<file path="config.mk">
export PLATFORM = sky130hd
export DESIGN_NAME = sdfbf_front
export DESIGN_NICKNAME = d
export VERILOG_FILES = /design/src/sv/assert_macros.svh /design/src/sv/sdfbf_pkg.sv /design/src/sv/sdfbf_front.sv
export SDC_FILE = /design/constraint.sdc
export NUM_CORES = 1
export LEC_CHECK = 0
export ABC_AREA = 0
export BUFFER_PORTS_ARGS = -buffer_cell sky130_fd_sc_hd__buf_2
export CAP_MARGIN = 20
export CORE_UTILIZATION = 51
export DETAILED_ROUTE_END_ITERATION = 7
export HOLD_SLACK_MARGIN = 0.15
export PLACE_DENSITY_LB_ADDON = 0.1
export RECOVER_POWER = 25
export REMOVE_ABC_BUFFERS = 1
export SLEW_MARGIN = 20
export SYNTH_ARGS = -nofsm -noshare
export SYNTH_HDL_FRONTEND = slang
export SYNTH_SLANG_ARGS = --single-unit
</file>
<file path="constraint.sdc">
create_clock -name clock -period 3.2 [get_ports clock]
set_input_delay 0.48 -clock clock [delete_from_list [all_inputs] [get_ports clock]]
set_output_delay 0.48 -clock clock [all_outputs]
set_load 0.05 [all_outputs]
</file>
<file path="src/sv/assert_macros.svh">
// assertion helpers, sampled on the block clock and held off during reset
`ifndef ASSERT_MACROS_SVH
`define ASSERT_MACROS_SVH

// property must hold at every clock edge out of reset
`define SDF_ASSERT(label, prop, msg) \
   label: assert property (@(posedge clock) disable iff (reset) prop) else $error(msg);

// condition must never be seen at a clock edge out of reset
`define SDF_ASSERT_NEVER(label, cond, msg) \
   `SDF_ASSERT(label, !(cond), msg)

`endif

</file>
<file path="src/sv/sdfbf_pkg.sv">
package sdfbf_pkg;

   // sizes of the image store and fixed point format
   localparam int MAX_DIM   = 64;
   localparam int FRAC_BITS = 16;
   localparam int DIM_W     = $clog2(MAX_DIM);
   localparam int SW_W      = DIM_W + 1;
   localparam int ADDR_W    = 2 * DIM_W;

   // field and register widths
   localparam int SRC_W      = 7;
   localparam int TGT_W      = 9;
   localparam int BYTE_W     = 8;
   localparam int COORD_W    = 8;
   localparam int DIST_W     = 16;
   localparam int CSR_IDX_W  = 2;
   localparam int CSR_DATA_W = 9;

   // datapath widths
   localparam int DVD_W   = TGT_W + FRAC_BITS;
   localparam int DSR_W   = TGT_W;
   localparam int POS_W   = TGT_W + FRAC_BITS + 1;
   localparam int SQ_W    = 2 * POS_W;
   localparam int SUM_W   = SQ_W + 1;
   localparam int SCALE_W = 14;
   localparam int ROOT_W  = 15;

   // arithmetic constants
   localparam int SAT_LIMIT = 30000;
   localparam int SCALE     = 10000;
   localparam int SAT_SQ    = SAT_LIMIT * SAT_LIMIT;

   typedef enum logic [CSR_IDX_W-1:0] {
      CSR_SRC_W = 2'd0,
      CSR_SRC_H = 2'd1,
      CSR_TGT_W = 2'd2,
      CSR_TGT_H = 2'd3
   } csr_idx_type;

   typedef enum logic {
      OP_LOAD  = 1'b0,
      OP_QUERY = 1'b1
   } opcode_type;

   typedef enum logic [1:0] {
      DV_STEP_X = 2'd0,
      DV_STEP_Y = 2'd1,
      DV_REF_X  = 2'd2,
      DV_REF_Y  = 2'd3
   } div_step_type;

   typedef enum logic [3:0] {
      ST_IDLE,
      ST_DIV_GO,
      ST_DIV_WAIT,
      ST_REF_RD,
      ST_REF_CAP,
      ST_SCAN,
      ST_DRAIN,
      ST_ROOT_GO,
      ST_ROOT_WAIT,
      ST_EMIT
   } back_state_type;

   typedef enum logic [2:0] {
      RT_IDLE,
      RT_LO,
      RT_HI,
      RT_SUM,
      RT_CHK,
      RT_ITER,
      RT_DONE
   } root_state_type;

   typedef struct packed {
      logic [SRC_W-1:0] src_w;
      logic [SRC_W-1:0] src_h;
      logic [TGT_W-1:0] tgt_w;
      logic [TGT_W-1:0] tgt_h;
   } cfg_type;

   typedef struct packed {
      opcode_type         op;
      logic [BYTE_W-1:0]  pixel;
      logic [COORD_W-1:0] x;
      logic [COORD_W-1:0] y;
   } cmd_type;

   typedef struct packed {
      logic       busy;
      logic [1:0] out_count;
   } stat_type;

endpackage

</file>
<file path="src/sv/sdfbf_front.sv">
module sdfbf_front
   import sdfbf_pkg::*;
(
   input  logic               clock,
   input  logic               reset,
   input  logic               req_push,
   input  logic               req_opcode,
   input  logic [BYTE_W-1:0]  req_pixel_byte,
   input  logic [COORD_W-1:0] req_coord_x,
   input  logic [COORD_W-1:0] req_coord_y,
   output logic               req_full,
   output logic               cmd_valid,
   output cmd_type            cmd,
   input  logic               cmd_pop
);

   cmd_type    q_ff [2];
   logic       wr_ptr_ff, rd_ptr_ff;
   logic [1:0] count_ff;
   logic       accept, keep, in_store;
   cmd_type    item;

   // classify: loads outside the store are taken and dropped
   assign accept   = req_push && !req_full;
   assign in_store = ({1'b0, req_coord_x} < (COORD_W+1)'(MAX_DIM)) &&
                     ({1'b0, req_coord_y} < (COORD_W+1)'(MAX_DIM));
   assign keep     = accept && ((opcode_type'(req_opcode) == OP_QUERY) || in_store);
   assign item     = '{op: opcode_type'(req_opcode), pixel: req_pixel_byte,
                       x: req_coord_x, y: req_coord_y};

   assign req_full  = (count_ff == 2'd2);
   assign cmd_valid = (count_ff != 2'd0);
   assign cmd       = q_ff[rd_ptr_ff];

   // two-beat queue toward the back end
   always_ff @(posedge clock) begin
      if (reset) begin
         wr_ptr_ff <= 1'b0;
         rd_ptr_ff <= 1'b0;
         count_ff  <= 2'd0;
      end else begin
         if (keep) wr_ptr_ff <= !wr_ptr_ff;
         if (cmd_pop && cmd_valid) rd_ptr_ff <= !rd_ptr_ff;
         count_ff <= count_ff + 2'(keep) - 2'(cmd_pop && cmd_valid);
      end
   end

   always_ff @(posedge clock) begin
      if (keep) q_ff[wr_ptr_ff] <= item;
   end

endmodule

</file>
-- Word-level counts from Yosys, hierarchy flattened
Memories as Yosys holds them, arrays and structs flattened. A register that Yosys moved wholly into a read port is not among the register bits.
Index checks and enable logic that the tools add are counted.
- bits in registers: 4
- bits in latches: 0
- RAM bits: 50
- bits in read-only memories: 0
- output and inout port bits: 27
- word-level logic and storage cells: 22
- memories: 1
- $add $sub $neg: 2
- multiply operators: 0
- divide/modulo/power cells: 0
- $lt $le $gt $ge: 2
- eq/ne operators: 1
- shift-type cells: 0
- mux-type cells: 4
- bitwise logic cells: 0
- reduce and logical (&&, ||, !) cells: 9
- memories (name ; words ; width ; read ports ; clocked after memory_dff ; wr ports ; RTL line ; source):
    q_ff ; 2 ; 25 ; 1 ; 1 ; 1 ; sdfbf_front.sv:17 ; cmd_type q_ff [2];
- operators with widths (operator ; number):
    8-bit by 7-bit < comparator with 1-bit output (second input constant) ; 2
    1-bit logical AND ; 4
    1-bit two-way mux ; 4
    1-bit logical NOT ; 3
    2-bit by 1-bit adder with 2-bit output ; 1
    2-bit equality test (second input constant) ; 1
    2-bit nonzero test ; 1
    2-bit by 1-bit subtractor with 2-bit output ; 1
    1-bit logical OR ; 1

-- Logic depth before layout (Yosys ltp)
Gate-level depths: netlist of run 1.
- word-level depth: 6
- mapped depth: 7
- depth with buffers taken out: 7

-- Least setup slack after synthesis of run 1
Ideal clock, no wire load.
- path type: in2reg
- start: input req_coord_x[7]
- end: memory q_ff[0][0] in the netlist's numbering (enable)
- library setup time: 410 ps
- arrival time: 2155 ps
- required time: 2790 ps
- path slack: 636 ps
- stages on the path: 3
- path buffers: 0
- path through: nor4_2 -> o221a_4 -> nor2b_1
- cells in the longest elaborated chain, start to end: 6
- RTL lines (item ; RTL line ; source):
    from (decl) ; sdfbf_front.sv:9 ; input logic [COORD_W-1:0] req_coord_x,
    8-bit by 7-bit < comparator with 1-bit output ; sdfbf_front.sv:25 ; assign in_store = ({1'b0, req_coord_x} < (COORD_W+1)'(MAX_DIM)) &&
    1-bit logical AND ; sdfbf_front.sv:25 ;
    1-bit logical OR ; sdfbf_front.sv:27 ; assign keep = accept && ((opcode_type'(req_opcode) == OP_QUERY) || in_store);
    1-bit logical AND ; sdfbf_front.sv:27 ;
    1-bit two-way mux ; sdfbf_front.sv:49 ; if (keep) q_ff[wr_ptr_ff] <= item;
    1-bit two-way mux (not written as such) ; sdfbf_front.sv:49 ;
    to (decl) ; sdfbf_front.sv:17 ;
No other way between the ends.

==> results of run 1 <==
==> logic make-up after synthesis <==
group,after synthesis,synth area share
DFF,55,0.774
muxes,26,0.143
and+or+nand+nor,11,0.0290
buffers and inverters,6,0.0151
xor gates and xnor gates,3,0.0127
AOI/OAI and AO/OA,2,0.0133
adders and majority gates,2,0.0121
==> Yosys cell counts (2+ instances only) <==
cell type and count:
xnor2_1 3, dfxtp_1 5, inv_1 3, nor2b_1 3, buf_4 2, edfxtp_1 50
mux2_2 25, nor2_1 5, ha_1 2
==> flip-flops by register name (all words and copies together), names as in the netlist, named ones only <==
name,count
rd_ptr_ff,1
wr_ptr_ff,1
count_ff,2
q_ff,50
==> worst min path at each step <==
stage | from | end | slack [ps] | cells past startpoint
after floorplan | rd_ptr_ff | flip-flop | 480 | 2
after global placement | rd_ptr_ff | rd_ptr_ff | 500 | 2
after detailed placement | rd_ptr_ff | flip-flop | 510 | 2
after CTS | req_coord_y[5] | q_ff[0][5] | 350 | 1
after global routing | req_coord_x[5] | q_ff[1][13] | 350 | 1
final | req_coord_y[5] | q_ff[0][5] | 360 | 1
==> routing by layer <==
metal / up-vias / global-route usage / wire length (µm)
li1: 527 / - / -
met1: 514 / 0.177 / 1210
met2: 39 / 0.273 / 1640
met3: 7 / 0.0451 / 185
met4: 0 / 0.114 / 82
met5: - / 0 / 0
==> power by group through the flow <==
stage	registers [µW]	logic, µW	clock network (µW)
6_report	898	736	398
5_1_grt	907	774	431
4_1_cts	900	745	409
3_5_place_dp	916	741	0
3_3_place_gp	913	732	0
2_1_floorplan	920	561	0
==> critical path, delay by kind of cell, from the launching register on <==
family / cells / cell delay (ps)
flip-flops: 1 / 660
buffers and inverters: 2 / 500
multiplexers: 1 / 350
==> through the flow <==
| step | util | setup WS (ps) | cells | instance area [µm²] | total power, µW |
|---|---|---|---|---|---|
| after detailed placement | 0.645 | 1110 | 211 | 2430 | 1660 |
| after global routing | 0.669 | 794 | 219 | 2520 | 2110 |
| after floorplan | - | 636 | 102 | 2050 | 1480 |
| final | 0.669 | 898 | 219 | 2520 | 2030 |
| after global placement | 0.645 | 1140 | 211 | 2430 | 1640 |
| after CTS | 0.672 | 864 | 219 | 2530 | 2050 |
==> final cells by class <==
type,count,area share
clock buffer,7,0.0382
clock inverter,1,0.00297
inverter,3,0.00446
timing repair buffer,61,0.122
tap,48,0.0238
multi-input combinational,44,0.174
sequential,55,0.635
==> impl_metrics.env, run 1 <==
export IMPL_vias=1087
export IMPL_holdBufCountCts=0
export IMPL_gp_congestion=0.632
export IMPL_mostFrequentLayoutCell="edfxtp_1"
export IMPL_fin_skew_ps=2.74
export IMPL_max_freq_ghz=0.434
export IMPL_synth_top_area_share=0.726
export IMPL_cts_buffers_inserted=5
export IMPL_leakage_uw=0.000943
export IMPL_avgSynthCellArea_um2=19.7
export IMPL_seq_power_share=0.442
export IMPL_cts_root_buf="clkbuf_8"
export IMPL_yosysWarnings=0
export IMPL_fp_coreArea_um2=3770
export IMPL_cts_tree="yes"
export IMPL_die_y_um=65.7
export IMPL_syn2layout_area_growth_pct=22.0
export IMPL_drt_iter0_markers=42
export IMPL_cpPeakStageDelay_ps=660
export IMPL_critPathCapture="cmd[6]"
export IMPL_tns_ps=0
export IMPL_grt_pass1_wl_um=4850
export IMPL_period_share=0.719
export IMPL_grt_use_total=0.163
export IMPL_hold_class="input pin to flip-flop"
export IMPL_io_pins=56
export IMPL_seq_area_frac_synth=0.774
export IMPL_whs_ps=362
export IMPL_synth_distinct_cells=16
export IMPL_synth_edf_count=50
export IMPL_clk_path_buf_depth=2
export IMPL_drc=0
export IMPL_syn_inst=105
export IMPL_intPower_uw=1280
export IMPL_place_hpwl_um=2280
export IMPL_slowest_stage="dfxtp_1"
export IMPL_post_cts_buffers=0
export IMPL_power_switching_uw=748
export IMPL_min_period_ps=2300
export IMPL_antenna_found_initial=0
export IMPL_cts_resized=0
export IMPL_reg2regPathDepth=4
export IMPL_drtAntennaViolNets=0
export IMPL_clock_sinks=55
export IMPL_grt_overflow_total=0
export IMPL_wl_um=3130
export IMPL_status="finished, final reports clean"
export IMPL_async_flop_share=0
export IMPL_via_per_inst=4.96
export IMPL_grt_pass1_vias=1032
export IMPL_critical_path_arrival_ps=1820
export IMPL_cts_htree_levels=2
export IMPL_final_layout_size_suffix_gt1_frac=0.520
export IMPL_r2r_start="count_ff[1]"
export IMPL_path_max_fanout=12
export IMPL_layout_nets=201
export IMPL_cp_required_ps=2720
export IMPL_grt_max_degree=17
export IMPL_die_x_um=65.7
export IMPL_ir_drop_v=0.000434
export IMPL_clkLatencyLatePin_ps=300
export IMPL_worst_slew_pin_slew_ps=534
export IMPL_n_fill_cell=278
export IMPL_synth_seq_cells=55
export IMPL_clkTransAtPathRegs_ps=90
export IMPL_p_sw_frac=0.368
export IMPL_synthFlopType="edfxtp_1"
export IMPL_num_rows=22
export IMPL_clkPwrFrac=0.196
export IMPL_dr_pass1_iters=4
export IMPL_r2r_end="q_ff[0][4]"
export IMPL_max_slew_margin=0.644
export IMPL_hold_viol_final=0
export IMPL_power_density_nw_per_um2=806
export IMPL_register_area_um2=1600
export IMPL_rsz0062_at_grt="false"
export IMPL_p_comb_frac=0.362
export IMPL_wl_per_cell_um=14.3
export IMPL_crit_chain="buf_4 > mux2_2 > buf_2"
export IMPL_diodes=0
export IMPL_final_cell_mix="50 x edfxtp_1, 46 x buf_2, 25 x mux2_2"
export IMPL_max_cap_violations=0
export IMPL_multi_input_area_um2=438
export IMPL_path_class="flip-flop to output port"
export IMPL_start_kind="flip-flop"
export IMPL_netlist_area_um2=2070
export IMPL_cp_end_kind="output port"
export IMPL_synth_area_leaders="edfxtp_1 73%, mux2_2 14%, dfxtp_1 4.8%, xnor2_1 1.3%, ha_1 1.2%"
export IMPL_synth_largest_area_cell="edfxtp_1"
export IMPL_maxSlewViolCount=0
export IMPL_initial_core_util=0.548
export IMPL_io_buffers=55
export IMPL_r2r_slack_ps=1590
export IMPL_setup_viol=0
export IMPL_die_area_um2=4310
Note: power is estimated with default switching activity, not from simulation.
==> run 2: changes to the inputs <==
--- a/config.mk
+++ b/config.mk
@@ -5,10 +5,10 @@
 export SDC_FILE = /design/constraint.sdc
 export NUM_CORES = 1
 export LEC_CHECK = 0
-export ABC_AREA = 0
+export ABC_AREA = 1
 export BUFFER_PORTS_ARGS = -buffer_cell sky130_fd_sc_hd__buf_2
 export CAP_MARGIN = 20
-export CORE_UTILIZATION = 51
+export CORE_UTILIZATION = 47
 export DETAILED_ROUTE_END_ITERATION = 7
 export HOLD_SLACK_MARGIN = 0.15
 export PLACE_DENSITY_LB_ADDON = 0.1
==> constraint.sdc (replaced) <==
create_clock -name clock -period 2.1 [get_ports clock]
set_input_delay 0.315 -clock clock [delete_from_list [all_inputs] [get_ports clock]]
set_output_delay 0.315 -clock clock [all_outputs]
set_load 0.05 [all_outputs]
==> run 2 against run 1 <==
Compared with the run above: largest cell class unchanged; critical path depth stayed put; core utilization decreased by 8.3 points; largest power group unchanged; global-route usage decreased by 1.7 points; sequential power grew 50%; count of clock-buffer cells in the layout increased by 1; non-clock buffer count fell by 1; design area rose by 2.5%; highest routed layer unchanged; setup slack got worse by 710 ps; combinational power increased by 37%; clock skew grew 5.2 ps; first-iteration DRC count rose by 88%.
==> impl_metrics.env, run 2 <==
export IMPL_seq_area_frac_synth=0.737
export IMPL_status="finished, final reports clean"
export IMPL_synth_seq_cells=55
export IMPL_path_buf_inv=2
export IMPL_cts_tree="yes"
export IMPL_reg2regPathDepth=11
export IMPL_cp_required_ps=1780
export IMPL_avgSynthCellArea_um2=18.3
export IMPL_synth_top_area_share=0.691
export IMPL_final_layout_size_suffix_gt1_frac=0.462
export IMPL_synth_area_leaders="edfxtp_1 69%, mux2_4 14%, dfxtp_1 4.6%, mux2_2 2.6%, inv_1 1.9%"
export IMPL_maxSlewViolCount=0
export IMPL_syn_inst=119
export IMPL_max_slew_margin=0.793
export IMPL_diodes=0
export IMPL_clkLatencyLatePin_ps=300
export IMPL_register_area_um2=1600
export IMPL_mostFrequentLayoutCell="edfxtp_1"
export IMPL_drt_iter0_markers=79
export IMPL_synth_distinct_cells=14
export IMPL_yosysWarnings=0
export IMPL_die_y_um=70
export IMPL_min_path_cells=2
export IMPL_die_area_um2=4900
export IMPL_netlist_area_um2=2170
export IMPL_regMostFlops="q_ff"
export IMPL_place_hpwl_um=2370
export IMPL_num_rows=24
export IMPL_grt_pass1_wl_um=5330
export IMPL_whs_ps=178
export IMPL_cpPeakStageDelay_ps=520
export IMPL_ir_drop_v=0.000670
export IMPL_cts_resized=0
export IMPL_pre_cts_ws_ps=504
export IMPL_io_buffers=55
export IMPL_grt_use_total=0.146
export IMPL_worst_slew_pin_slew_ps=310
export IMPL_die_x_um=70
export IMPL_largest_reg_flops=50
export IMPL_setup_ws_ps=192
export IMPL_cp_end_kind="output port"
export IMPL_rsz0062_at_grt="false"
export IMPL_drtAntennaViolNets=0
export IMPL_path_class="flip-flop to output port"
export IMPL_drc=0
export IMPL_grt_max_degree=17
export IMPL_synth_edf_count=50
export IMPL_fp_coreArea_um2=4410
export IMPL_synthTopCellsByCount="50 x edfxtp_1, 20 x mux2_4, 11 x inv_1"
export IMPL_antenna_found_initial=0
export IMPL_multi_input_area_um2=482
export IMPL_n_fill_cell=366
export IMPL_gp_congestion=0.648
export IMPL_cts_htree_levels=2
export IMPL_hp_start="reset"
export IMPL_dr_pass1_iters=4
export IMPL_crit_chain="buf_12 > mux2_2 > buf_2"
export IMPL_synth_largest_area_cell="edfxtp_1"
export IMPL_synthFlopType="edfxtp_1"
export IMPL_r2r_slack_ps=500
export IMPL_period_share=0.909
export IMPL_initial_core_util=0.492
export IMPL_wl_per_cell_um=14.1
export IMPL_critical_path_arrival_ps=1590
export IMPL_syn2layout_area_growth_pct=19.1
export IMPL_layout_nets=214
export IMPL_r2r_end="count_ff[1]"
export IMPL_grt_overflow_total=0
export IMPL_fin_skew_ps=7.97
export IMPL_path_delay_family="flip-flops"
export IMPL_vias=1152
export IMPL_holdBufCountCts=0
export IMPL_max_freq_ghz=0.524
export IMPL_power_density_nw_per_um2=1120
export IMPL_io_pins=56
export IMPL_report_power_total_uw=2900
export IMPL_whs_endpoint="count_ff[0]"
export IMPL_grt_pass1_vias=1157
export IMPL_clkTransAtPathRegs_ps=90
export IMPL_leakage_uw=0.00106
export IMPL_async_flop_share=0
export IMPL_slowest_stage="dfxtp_2"
export IMPL_clk_path_buf_depth=2
export IMPL_wl_um=3320
export IMPL_final_cell_mix="50 x edfxtp_1, 48 x buf_2, 20 x mux2_4"
export IMPL_yosysMostFrequentCell="edfxtp_1"
export IMPL_cts_root_buf="clkbuf_8"
export IMPL_cts_buffers_inserted=5
export IMPL_path_max_fanout=16
export IMPL_setup_viol=0
export IMPL_via_per_inst=4.88
export IMPL_hold_viol_final=0
export IMPL_max_cap_violations=0
export IMPL_reg_largest_list="q_ff: 50 flops, count_ff: 2 flops"
export IMPL_start_kind="flip-flop"
export IMPL_post_cts_buffers=0
export IMPL_clock_sinks=55
export IMPL_min_period_ps=1910
export IMPL_hold_class="input pin to flip-flop"
export IMPL_r2r_start="count_ff[1]"
## run 2: cell count changes after synthesis, moves of 2 or more
cell / delta
xnor2_1: -2
nor2b_1: -3
buf_12: +2
mux2_2: -20
mux2_4: +19
buf_4: -2
inv_1: +8
nor2_1: +4
nand2_1: +7
a21oi_1: +3
## run 2: final cells by class
class | instances | area share
sequential | 55 | 0.619
multi-input combinational | 50 | 0.186
timing repair buffer | 60 | 0.122
clock buffer | 8 | 0.0309
tap | 52 | 0.0251
inverter | 11 | 0.0160
## run 2: worst max path at each step
stage	end	from	cells past startpoint
after floorplan	q_ff[0][0]	count_ff[1]	5
after global placement	cmd[20]	flip-flop	3
after detailed placement	cmd[20]	flip-flop	3
after CTS	cmd[20]	flip-flop	3
after global routing	cmd[20]	flip-flop	3
final	cmd[20]	flip-flop	3
## run 2: cell families after synthesis
logic type               Yosys count  synth area share
AO/OA/AOI/OAI                      4           0.00921
buffers and inverters             14            0.0426
XOR/XNOR                           1           0.00403
multiplexers                      25             0.164
flip-flops                        55             0.737
adder cells (fa/ha/maj)            2            0.0115
AND/OR/NAND/NOR                   18            0.0317
## run 2: metal layers
layer	share of wire	up-vias	GRT usage
li1	-	552	-
met1	0.42	558	0.180
met2	0.51	35	0.241
met3	0.053	7	0.0390
met4	0.018	0	0.0667
met5	0	-	0
## run 2: metrics by stage
stage               TNS [ps]   util  std cells  instance area, µm²
floorplan              -6390      -        116                2120
global placement           0  0.570        228                2520
detailed placement         0  0.570        228                2520
CTS                        0  0.588        236                2600
global route               0  0.586        236                2590
finish                     0  0.586        236                2590
## run 2: worst reg2reg max path: stages, from the launching register on
cell     delay [ps]
dfxtp_1         310
inv_1           100
nand2_1          80
nand2_1         120
inv_1            60
ha_1            260
inv_1            30
ha_1            180
xnor2_1         190
nand2_1          70
nand2_1          60
nor2_1           30
## run 2: where the power goes
group / leakage [µW] / switching [µW] / internal (µW) / total (µW)
Combinational: 0.000517 / 675 / 332 / 1010
Sequential: 0.000500 / 48.1 / 1300 / 1350
Clock: 0.0000395 / 306 / 238 / 544
Total: 0.00106 / 1030 / 1870 / 2900
==> run 3: changes to the inputs <==
--- a/config.mk
+++ b/config.mk
@@ -11,9 +11,10 @@
 export CORE_UTILIZATION = 47
 export DETAILED_ROUTE_END_ITERATION = 7
 export HOLD_SLACK_MARGIN = 0.15
-export PLACE_DENSITY_LB_ADDON = 0.1
+export PLACE_DENSITY = 0.73
 export RECOVER_POWER = 25
 export REMOVE_ABC_BUFFERS = 1
+export SKIP_CTS_REPAIR_TIMING = 1
 export SLEW_MARGIN = 20
 export SYNTH_ARGS = -nofsm -noshare
 export SYNTH_HDL_FRONTEND = slang
==> run 3 against run 2 <==
Compared with the run above: core utilization up 0.37 points; total power up 3.5%; global-route usage down 0.91 points; register-to-register slack barely moved; die area did not move; design area is 0.63% higher; clock power up 21%; routed wire length shrank 5.4%; critical path type unchanged; critical endpoint is now cmd[24]; largest power group unchanged.
==> impl_metrics.env, run 3 (synthesis gave the netlist of run 2 again) <==
export IMPL_die_x_um=70
export IMPL_ir_drop_v=0.000712
export IMPL_clkPwrFrac=0.219
export IMPL_path_class="flip-flop to output port"
export IMPL_use_met3=0.0418
export IMPL_pre_cts_ws_ps=518
export IMPL_path_max_fanout=12
export IMPL_crit_chain="buf_4 > mux2_2 > buf_2"
export IMPL_initial_core_util=0.492
export IMPL_wl_um=3140
export IMPL_die_y_um=70
export IMPL_io_pins=56
export IMPL_wl_per_cell_um=13.2
export IMPL_rsz0062_at_grt="false"
export IMPL_gp_congestion=0.653
export IMPL_path_buf_inv=2
export IMPL_grt_pass1_wl_um=5010
export IMPL_drt_iter0_markers=65
export IMPL_grt_busiest_layer="met2"
export IMPL_regMostFlops="q_ff"
export IMPL_drc=0
export IMPL_max_freq_ghz=0.567
export IMPL_start_kind="flip-flop"
export IMPL_hold_class="input pin to flip-flop"
export IMPL_final_cells=237
export IMPL_cp_required_ps=1780
export IMPL_num_rows=24
export IMPL_drtAntennaViolNets=0
export IMPL_cts_htree_levels=2
export IMPL_place_hpwl_um=2300
export IMPL_p_sw_frac=0.343
export IMPL_grt_overflow_total=0
export IMPL_largest_reg_flops=50
export IMPL_cpPeakStageDelay_ps=360
export IMPL_final_layout_size_suffix_gt1_frac=0.449
export IMPL_cts_tree="yes"
export IMPL_power_density_nw_per_um2=1150
export IMPL_antenna_found_initial=0
export IMPL_n_fill_cell=360
export IMPL_setup_viol=0
export IMPL_seq_power_share=0.441
export IMPL_max_cap_violations=0
export IMPL_met2_usage=0.238
export IMPL_clkLatencyLatePin_ps=300
export IMPL_power_switching_uw=1030
export IMPL_leakage_uw=0.00106
export IMPL_fin_skew_ps=4.79
export IMPL_io_buffers=55
export IMPL_grt_max_degree=17
export IMPL_dr_pass1_iters=4
export IMPL_status="finished, final reports clean"
export IMPL_grt_use_total=0.137
export IMPL_layout_nets=215
export IMPL_slowest_stage="mux2_2"
export IMPL_die_area_um2=4900
export IMPL_max_slew_margin=0.837
export IMPL_intPower_uw=1970
export IMPL_min_period_ps=1760
export IMPL_grt_pass1_vias=1115
export IMPL_path_delay_family="buffers and inverters"
export IMPL_dp_cells=229
export IMPL_clock_sinks=55
export IMPL_cts_root_buf="clkbuf_8"
export IMPL_met1_usage=0.150
export IMPL_mostFrequentLayoutCell="edfxtp_1"
export IMPL_vias=1119
export IMPL_critical_path_arrival_ps=1450
export IMPL_clk_path_buf_depth=2
export IMPL_setup_ws_ps=337
export IMPL_reg_largest_list="q_ff: 50 flops, count_ff: 2 flops"
export IMPL_syn2layout_area_growth_pct=19.8
export IMPL_via_per_inst=4.72
export IMPL_clkTransAtPathRegs_ps=90
export IMPL_hold_viol_final=0
export IMPL_p_comb_frac=0.340
export IMPL_period_share=0.840
export IMPL_fp_coreArea_um2=4410
export IMPL_maxSlewViolCount=0
export IMPL_cts_buffers_inserted=5
export IMPL_diodes=0
export IMPL_cp_end_kind="output port"
export IMPL_worst_slew_pin_slew_ps=242
export IMPL_final_cell_mix="50 x edfxtp_1, 44 x buf_2, 20 x mux2_4"
run 3: final cells by class:
cell class | instances | area, µm² | share of cell area
Clock buffer | 5 | 68.8 | 0.0264
Clock inverter | 3 | 38.8 | 0.0149
Inverter | 11 | 41.3 | 0.0159
Multi-Input combinational cell | 50 | 482 | 0.185
Sequential cell | 55 | 1600 | 0.615
Tap cell | 52 | 65.1 | 0.0250
Timing Repair Buffer | 61 | 307 | 0.118
run 3: final timing paths:
kind | startpoint | end | slack, ps | cells past startpoint
setup / recovery | flip-flop | cmd[24] | 340 | 3
hold / removal | reset | count_ff[0] | 170 | 2
setup reg to reg | count_ff[1] | count_ff[1] | 510 | 11
hold reg to reg | rd_ptr_ff | rd_ptr_ff | 490 | 2
run 3: metal layers:
metal  vias to the layer above  share of wire
li1                        557              -
met1                       510           0.43
met5                         -              0
met3                         8          0.061
met4                         0          0.024
met2                        44           0.49
run 3: power groups by stage:
stage | registers, µW | clock network [µW] | logic [µW]
after detailed placement | 1350 | 0 | 1040
after floorplan | 1390 | 0 | 772
final | 1320 | 658 | 1020
after global placement | 1340 | 0 | 1010
after CTS | 1320 | 674 | 1040
after global routing | 1330 | 711 | 1080
run 3: worst reg2reg max path, cell delays in order (launching register included):
cell     delay [ps]
dfxtp_1         310
inv_1           100
nand2_1          80
nand2_1         120
inv_1            60
ha_1            260
inv_1            40
ha_1            170
xnor2_1         190
nand2_1          70
nand2_1          60
nor2_1           40
run 3: per-stage QoR:
stage                     utilization  setup TNS (ps)  area (µm²)  total power [µW]  hold WS [ps]
after global routing            0.590               0        2600              3120           166
after floorplan                     -           -6390        2120              2160           386
final                           0.590               0        2600              3000           170
after CTS                       0.593               0        2620              3040           163
after detailed placement        0.569               0        2510              2380           476
after global placement          0.569               0        2510              2350           463
